===== src/rtl/hcbd_pkg.sv =====
// ----------------------------------------------------------------------------
// hcbd_pkg
// Shared types, codes and helpers for the chunked body decoder.
// ----------------------------------------------------------------------------
package hcbd_pkg;

    localparam logic [10:0] SIZE_LINE_LIMIT    = 11'd64;
    localparam logic [10:0] TRAILER_LINE_LIMIT = 11'd1024;
    localparam logic [10:0] TERMINATOR_LIMIT   = 11'd8;

    localparam logic [3:0]  DIGITS_MAX = 4'd8;
    localparam logic [3:0]  DIGITS_BAD = 4'd15;

    localparam logic [31:0] MAX_BODY_RESET = 32'd1048576;

    localparam logic [7:0]  CHAR_LF   = 8'h0A;
    localparam logic [7:0]  CHAR_CR   = 8'h0D;
    localparam logic [7:0]  CHAR_SEMI = 8'h3B;

    typedef enum logic [4:0] {
        PH_SIZE    = 5'b00001,
        PH_DATA    = 5'b00010,
        PH_TERM    = 5'b00100,
        PH_TRAILER = 5'b01000,
        PH_HALT    = 5'b10000
    } phase_t;

    typedef enum logic [2:0] {
        ST_BUSY    = 3'd0,
        ST_DONE    = 3'd1,
        ST_BADSIZE = 3'd2,
        ST_OVER    = 3'd3,
        ST_LONG    = 3'd4
    } status_t;

    typedef struct packed {
        phase_t      phase;
        logic [31:0] chunk_remaining;
        logic [3:0]  digit_count;
        logic        after_digits_blank;
        logic        in_extension;
        logic [10:0] line_length;
        logic [31:0] body_total;
        logic        last_was_cr;
        status_t     status;
    } parse_state_t;

    typedef struct packed {
        logic        body_valid;
        logic [7:0]  body_byte;
        status_t     parse_status;
    } result_t;

    localparam parse_state_t STATE_CLEAR = '{
        phase:              PH_SIZE,
        chunk_remaining:    32'd0,
        digit_count:        4'd0,
        after_digits_blank: 1'b0,
        in_extension:       1'b0,
        line_length:        11'd0,
        body_total:         32'd0,
        last_was_cr:        1'b0,
        status:             ST_BUSY
    };

    function automatic logic is_blank(input logic [7:0] c);
        logic r;
        r = (c inside {8'h20, 8'h09, 8'h0D, 8'h0B, 8'h0C});
        return r;
    endfunction

    // {valid, value}
    function automatic logic [4:0] hex_digit(input logic [7:0] c);
        logic [4:0] r;
        r = 5'd0;
        if (c inside {[8'h30:8'h39]})
        begin
            r = {1'b1, 4'(c - 8'h30)};
        end
        else if (c inside {[8'h61:8'h66]})
        begin
            r = {1'b1, 4'(c - 8'h57)};
        end
        else if (c inside {[8'h41:8'h46]})
        begin
            r = {1'b1, 4'(c - 8'h37)};
        end
        return r;
    endfunction

endpackage


===== src/rtl/hcbd_parse.sv =====
// ----------------------------------------------------------------------------
// hcbd_parse
// Per-byte next-state and result logic of the chunked body decoder.
// ----------------------------------------------------------------------------
module hcbd_parse
(
    input  hcbd_pkg::parse_state_t state_cur,
    input  logic [7:0]             data_byte,
    input  logic                   start_req,
    input  logic [31:0]            max_body_bytes,
    output hcbd_pkg::parse_state_t state_nxt,
    output hcbd_pkg::result_t      result
);

    hcbd_pkg::parse_state_t cur;
    hcbd_pkg::parse_state_t nxt;
    logic [10:0]            limit;
    logic [32:0]            body_sum;
    logic [4:0]             hex;
    logic                   body_valid;
    logic [7:0]             body_byte;

    assign cur      = start_req ? hcbd_pkg::STATE_CLEAR : state_cur;
    assign body_sum = {1'b0, cur.body_total} + {1'b0, cur.chunk_remaining};
    assign hex      = hcbd_pkg::hex_digit(data_byte);

    always_comb
    begin
        nxt        = cur;
        body_valid = 1'b0;
        body_byte  = 8'd0;
        limit      = hcbd_pkg::TRAILER_LINE_LIMIT;

        if (cur.status == hcbd_pkg::ST_BUSY)
        begin
            if (cur.phase == hcbd_pkg::PH_DATA)
            begin
                body_valid          = 1'b1;
                body_byte           = data_byte;
                nxt.chunk_remaining = cur.chunk_remaining - 32'd1;
                if (cur.chunk_remaining == 32'd1)
                begin
                    nxt.line_length        = 11'd0;
                    nxt.last_was_cr        = 1'b0;
                    nxt.digit_count        = 4'd0;
                    nxt.after_digits_blank = 1'b0;
                    nxt.in_extension       = 1'b0;
                    nxt.phase              = hcbd_pkg::PH_TERM;
                end
            end
            else
            begin
                if (cur.phase == hcbd_pkg::PH_SIZE)
                begin
                    limit = hcbd_pkg::SIZE_LINE_LIMIT;
                end
                else if (cur.phase == hcbd_pkg::PH_TERM)
                begin
                    limit = hcbd_pkg::TERMINATOR_LIMIT;
                end

                if (data_byte == hcbd_pkg::CHAR_LF)
                begin
                    nxt.line_length        = 11'd0;
                    nxt.last_was_cr        = 1'b0;
                    nxt.digit_count        = 4'd0;
                    nxt.after_digits_blank = 1'b0;
                    nxt.in_extension       = 1'b0;
                    case (cur.phase)
                        hcbd_pkg::PH_SIZE:
                        begin
                            if (cur.digit_count == 4'd0 ||
                                cur.digit_count == hcbd_pkg::DIGITS_BAD)
                            begin
                                nxt        = cur;
                                nxt.status = hcbd_pkg::ST_BADSIZE;
                                nxt.phase  = hcbd_pkg::PH_HALT;
                            end
                            else if (cur.chunk_remaining == 32'd0)
                            begin
                                nxt.phase = hcbd_pkg::PH_TRAILER;
                            end
                            else if (body_sum > {1'b0, max_body_bytes})
                            begin
                                nxt        = cur;
                                nxt.status = hcbd_pkg::ST_OVER;
                                nxt.phase  = hcbd_pkg::PH_HALT;
                            end
                            else
                            begin
                                nxt.body_total = body_sum[31:0];
                                nxt.phase      = hcbd_pkg::PH_DATA;
                            end
                        end
                        hcbd_pkg::PH_TERM:
                        begin
                            nxt.chunk_remaining = 32'd0;
                            nxt.phase           = hcbd_pkg::PH_SIZE;
                        end
                        default:
                        begin
                            if (cur.line_length == 11'd0 ||
                                (cur.line_length == 11'd1 && cur.last_was_cr))
                            begin
                                nxt.status = hcbd_pkg::ST_DONE;
                                nxt.phase  = hcbd_pkg::PH_HALT;
                            end
                        end
                    endcase
                end
                else if (cur.line_length >= limit)
                begin
                    nxt.status = hcbd_pkg::ST_LONG;
                    nxt.phase  = hcbd_pkg::PH_HALT;
                end
                else
                begin
                    nxt.line_length = cur.line_length + 11'd1;
                    nxt.last_was_cr = (data_byte == hcbd_pkg::CHAR_CR);
                    if (cur.phase == hcbd_pkg::PH_SIZE && !cur.in_extension &&
                        cur.digit_count != hcbd_pkg::DIGITS_BAD)
                    begin
                        if (data_byte == hcbd_pkg::CHAR_SEMI)
                        begin
                            nxt.in_extension = 1'b1;
                        end
                        else if (hcbd_pkg::is_blank(data_byte))
                        begin
                            if (cur.digit_count != 4'd0)
                            begin
                                nxt.after_digits_blank = 1'b1;
                            end
                        end
                        else if (!hex[4] || cur.after_digits_blank ||
                                 cur.digit_count >= hcbd_pkg::DIGITS_MAX)
                        begin
                            nxt.digit_count = hcbd_pkg::DIGITS_BAD;
                        end
                        else
                        begin
                            nxt.chunk_remaining = {cur.chunk_remaining[27:0], hex[3:0]};
                            nxt.digit_count     = cur.digit_count + 4'd1;
                        end
                    end
                end
            end
        end
    end

    assign state_nxt           = nxt;
    assign result.body_valid   = body_valid;
    assign result.body_byte    = body_byte;
    assign result.parse_status = nxt.status;

endmodule


===== src/rtl/http_chunked_body_decoder_unit.sv =====
// ----------------------------------------------------------------------------
// http_chunked_body_decoder_unit
// Decodes an HTTP/1.1 chunked body, one byte per transfer.
//
//   channel   dir  payload
//   s_axis    in   tdata: data_byte; tuser: start_req
//   m_axis    out  tdata: body_byte, parse_status; tuser: body_valid
//   cfg       in   cfg_data: max_body_bytes
//
// One byte per cycle sustained while the output is not stalled; each byte
// taken passes the input register, then the result register.
// The parser state update is a single combinational pass per byte.
// Reset sets max_body_bytes to 1048576 and the parser to a fresh body.
// A stalled output holds its result while one more byte waits in the
// input register.
// ----------------------------------------------------------------------------
module http_chunked_body_decoder_unit
(
    input  logic        clk,
    input  logic        rst_n,

    input  logic        s_axis_tvalid,
    output logic        s_axis_tready,
    input  logic [7:0]  s_axis_tdata,   // [7:0] data_byte
    input  logic [0:0]  s_axis_tuser,   // [0] start_req

    output logic        m_axis_tvalid,
    input  logic        m_axis_tready,
    output logic [15:0] m_axis_tdata,   // [7:0] body_byte, [10:8] parse_status
    output logic [0:0]  m_axis_tuser,   // [0] body_valid

    input  logic        cfg_valid,
    output logic        cfg_ready,
    input  logic [31:0] cfg_data
);

    logic                   in_valid_reg;
    logic                   in_valid_next;
    logic [7:0]             in_byte_reg;
    logic                   in_start_reg;
    logic                   out_valid_reg;
    logic                   out_valid_next;
    hcbd_pkg::result_t      out_result_reg;
    hcbd_pkg::parse_state_t state_reg;
    hcbd_pkg::parse_state_t state_next;
    hcbd_pkg::result_t      result_next;
    logic [31:0]            max_body_reg;
    logic                   s_fire;
    logic                   advance;

    assign advance       = in_valid_reg && (!out_valid_reg || m_axis_tready);
    assign s_axis_tready = !in_valid_reg || advance;
    assign s_fire        = s_axis_tvalid && s_axis_tready;
    assign cfg_ready     = 1'b1;

    always_comb
    begin
        in_valid_next = in_valid_reg;
        if (s_fire)
        begin
            in_valid_next = 1'b1;
        end
        else if (advance)
        begin
            in_valid_next = 1'b0;
        end

        out_valid_next = out_valid_reg;
        if (advance)
        begin
            out_valid_next = 1'b1;
        end
        else if (m_axis_tready)
        begin
            out_valid_next = 1'b0;
        end
    end

    hcbd_parse u_parse
    (
        .state_cur      (state_reg),
        .data_byte      (in_byte_reg),
        .start_req      (in_start_reg),
        .max_body_bytes (max_body_reg),
        .state_nxt      (state_next),
        .result         (result_next)
    );

    always_ff @(posedge clk or negedge rst_n)
    begin
        if (!rst_n)
        begin
            in_valid_reg  <= 1'b0;
            out_valid_reg <= 1'b0;
            state_reg     <= hcbd_pkg::STATE_CLEAR;
            max_body_reg  <= hcbd_pkg::MAX_BODY_RESET;
        end
        else
        begin
            in_valid_reg  <= in_valid_next;
            out_valid_reg <= out_valid_next;
            if (advance)
            begin
                state_reg <= state_next;
            end
            if (cfg_valid)
            begin
                max_body_reg <= cfg_data;
            end
        end
    end

    always_ff @(posedge clk)
    begin
        if (s_fire)
        begin
            in_byte_reg  <= s_axis_tdata;
            in_start_reg <= s_axis_tuser[0];
        end
        if (advance)
        begin
            out_result_reg <= result_next;
        end
    end

    assign m_axis_tvalid = out_valid_reg;
    assign m_axis_tdata  = {5'd0, out_result_reg.parse_status, out_result_reg.body_byte};
    assign m_axis_tuser  = out_result_reg.body_valid;

`ifndef NO_ASSERTIONS
    a_status_halts: assert property (@(posedge clk) disable iff (!rst_n)
        state_reg.status != hcbd_pkg::ST_BUSY |-> state_reg.phase == hcbd_pkg::PH_HALT)
        else $error("nonzero status outside halt phase");

    a_data_nonzero: assert property (@(posedge clk) disable iff (!rst_n)
        state_reg.phase == hcbd_pkg::PH_DATA |-> state_reg.chunk_remaining != 32'd0)
        else $error("data phase with empty chunk");

    a_body_busy: assert property (@(posedge clk) disable iff (!rst_n)
        advance && result_next.body_valid |-> result_next.parse_status == hcbd_pkg::ST_BUSY)
        else $error("payload byte with final status");
`endif

endmodule


===== config.mk =====
export PLATFORM = sky130hd
export DESIGN_NAME = http_chunked_body_decoder_unit
export DESIGN_NICKNAME = d
export VERILOG_FILES = /design/src/rtl/hcbd_pkg.sv /design/src/rtl/hcbd_parse.sv /design/src/rtl/http_chunked_body_decoder_unit.sv
export SDC_FILE = /design/constraint.sdc
export NUM_CORES = 1
export LEC_CHECK = 0
export BUFFER_PORTS_ARGS = -buffer_cell sky130_fd_sc_hd__buf_2
export CORE_UTILIZATION = 62
export CTS_CLUSTER_DIAMETER = 150
export CTS_CLUSTER_SIZE = 16
export DETAILED_ROUTE_END_ITERATION = 6
export HOLD_SLACK_MARGIN = 0.05
export PLACE_DENSITY = 0.78
export SLEW_MARGIN = 40
export SYNTH_ARGS = -nofsm -noshare
export SYNTH_HDL_FRONTEND = slang
export SYNTH_SLANG_ARGS = --single-unit

===== constraint.sdc =====
create_clock -name clk -period 7.1 [get_ports clk]
set_clock_uncertainty 0.15 [all_clocks]
set_input_delay 0.71 -clock clk [delete_from_list [all_inputs] [get_ports clk]]
set_output_delay 0.71 -clock clk [all_outputs]
set_load 0.1 [all_outputs]

==> out/qor.csv <==
metric;value;unit
Max Fclk;155;MHz
Hold Path Class;in -> reg;
WL/cell;19.0;um
Routed Antenna Nets;0;
via/cell ratio;6.45;
drt drc;0;
die height;135;um
row cnt;48;
FF-to-FF path depth;22;
drt pass-1 iters;7;
RSZ-0062 raised after global routing;false;
Seq/Total Area, Yosys;34.0;%
fin area;12000;um^2
Arr. time, crit path;6.63;ns
# IOs;66;
met1 WL;13300;um
DIE WIDTH;135;um
Routed WL;30100;um
largest net degree at the start of global routing;105;
clk root buf;clkbuf_16;
NumNets Final;1473;
Min-Delay Path Depth;1;
number of enable flip-flop cells after synthesis;21;
Ys Warns;0;
Final Max Tran Viols;0;
Post-synth ARST share;85.5;%
Sequential cell area;3740;um^2
required time of the critical path;7.26;ns
detailed router's first-iteration violation count;1020;
Main synth FF type;dfrtp_1;
global route overflow;0;
period utilization;91.1;%
fraction of layout cells with a size suffix above 1;10.7;%
FILL cells;1408;
RR Startpoint;in_start_reg;
Post-Place Cells;1554;
post-DP HPWL;21400;um
max_cap viols;0;
Peak VDD IR;0.200;mV
clock sink count;145;
kind of critical path;reg -> reg;
H-tree levels;4;
post-synthesis instance area;11000;um^2
Slew @ Worst Pin;0.840;ns
WHS Endpoint;in_byte_reg[3];
total CTS buffers;17;
met3 wire length;2640;um
Synth cell types;88;
clock latency on the worst-skew pair;0.43;ns
CTS tree;yes;
CTS max path bufs;2;
core area;17300;um^2
ANT cells;0;
final critical-path required period;6.47;ns
flops & latches, synth;145;
first-pass GRT wire length;49200;um
antenna violations before repair;0;
Leak;5.67;nW
Startpoint Class;flip-flop;
Die ar.;18200;um^2
initial cell density of the core;63.5;%
Hold Violations, Final;0;
pwr dens;235;nW/um^2
mean post-synth cell area;8.36;um^2
post-route insts no fill;1587;
DP Area;11400;um^2
Final Util;69.5;%
hold path startpoint;s_axis_tdata[3];
outcome;finished, final reports clean;
area of the multi-input gates;6690;um^2
Worst-path clk slew;0.06;ns
Setup-failing EPs final;0;
cell count after synthesis;1314;
vias in the first global route;9499;
max FFs per register;90;
vias;10200;
R2R setup slack;0.63;ns
GRT Util Overall;34.2;%
uppermost layer routed;met4;
# port buffers;59;
met2 routed WL;13500;um
Layout area overhead;9.48;%
Worst slew margin;43.8;%
GPL Wtd Cong;0.945;
CP Max Fanout;104;
Setup TNS Final;0;ns
CP Capture Type;flip-flop;
Reg-to-Reg End;state_reg[23];
-- layer usage --
metal  track usage, %  vias up
li1                 -     4837
met1             48.8     4823
met2             52.8      517
met3             6.38       59
met4             9.93        0
met5                0        -
-- layout make-up --
type                    count  area share (%)
clock inverters            14            1.29
well taps                 225            2.34
flip-flops and latches    145            31.1
multi-input cells        1034            55.6
inverters                  77            2.40
clock buffers              18            3.57
repair buffers             74            3.69
-- worst max path at each step --
stage                               end    startpoint  depth (start not counted)
after global placement    state_reg[28]  in_start_reg                         20
final                     state_reg[23]  in_start_reg                         22
after floorplan           state_reg[11]  in_start_reg                         29
after CTS                 state_reg[22]  in_start_reg                         22
after global routing      state_reg[15]  in_start_reg                         22
after detailed placement  state_reg[15]  in_start_reg                         22
-- power breakdown --
part | total (W) | switching, W | internal, W
sequential | 0.00105 | 0.000105 | 0.000946
clock | 0.000913 | 0.000391 | 0.000522
combinational | 0.000866 | 0.000597 | 0.000268
-- layout by cell type (no fill, tap or decap), types with 18 or more instances in the layout --
master	netlist	layout
nor2b_1	49	49
dfrtp_1	122	122
ha_1	77	77
nor2_1	84	83
a21oi_1	85	85
a21o_1	26	26
a31oi_1	22	22
nand2_1	155	155
o21ai_0	115	115
and2_1	28	28
nor4_1	19	19
xnor2_1	18	18
buf_2	7	57
edfxtp_1	21	21
nor3_1	44	44
nand3_1	26	26
inv_1	74	74
-- cell families (layout without fill, tap and decap cells) --
logic type | Yosys count | count (layout) | share of synthesized area [%]
AOI/OAI and AO/OA | 396 | 396 | 23.3
xor gates and xnor gates | 33 | 33 | 2.63
adders and majority gates | 78 | 78 | 8.96
buffers and inverters | 139 | 183 | 5.24
DFF | 145 | 145 | 34.0
muxes | 30 | 30 | 3.04
other | 2 | 6 | 0.0684
and+or+nand+nor | 491 | 491 | 22.7
-- worst max-delay path, cell delays in order (launching register included) --
cell	delay [ns]
edfxtp_1	0.40
buf_12	0.39
nor2b_1	0.11
ha_1	0.23
fa_1	0.41
a21oi_1	0.16
o22ai_1	0.16
and4_1	0.28
o21ai_1	0.24
a31oi_1	0.16
or2_1	0.29
a31oi_1	0.22
xnor2_1	0.19
ha_1	0.30
a21oi_1	0.13
nor2_1	0.06
a211oi_1	0.31
o21ai_0	0.19
a221o_1	0.42
a22oi_4	0.27
nand4_1	0.47
buf_4	0.44
mux2_1	0.35
-- timing repair --
| item | CTS | global route |
|---|---|---|
| resized for setup | 0 | 0 |
| hold buffers | 1 | 0 |
| hold endpoints to repair | 1 | 0 |
| buffers inserted | 0 | 0 |
-- Yosys cell counts, types with 6 or more instances --
master	instances	area, um^2
a211oi_1	7	52.6
a22oi_1	7	52.6
nand2_1	155	582
edfxtp_1	21	631
inv_1	74	278
nor3_1	44	220
o221ai_1	7	61.3
o21ai_1	17	85.1
xor2_1	15	131
nor4_1	19	119
ha_1	77	963
dfrtp_1	122	3050
nand3b_1	6	45.0
mux2_1	16	180
a21oi_1	85	425
mux2_2	11	124
xnor2_1	18	158
nor2b_1	49	307
and4_1	6	52.6
a221oi_1	6	52.6
and3_1	10	62.6
nand3_1	26	130
a41oi_1	7	61.3
nor2_1	84	315
nand2b_1	10	62.6
nand4_1	13	81.3
buf_2	7	35.0
o21bai_1	8	60.1
and2_1	28	175
buf_4	10	75.1
o22ai_1	9	56.3
o31ai_1	12	90.1
a22o_1	8	70.1
o21ai_0	115	576
or4_1	7	52.6
a31oi_1	22	138
o211ai_1	9	67.6
or3_1	6	37.5
clkbuf_1	42	158
a21o_1	26	195
-- metrics by stage --
stage	setup slack, ns	power (W)	hold slack (ns)
after floorplan	0.660	0.00166	0.264
after global placement	0.920	0.00188	0.330
after detailed placement	0.807	0.00190	0.341
after CTS	0.764	0.00281	0.293
after global routing	0.264	0.00297	0.284
final	0.632	0.00283	0.302
No activity file was read; power rests on OpenSTA's default activity.
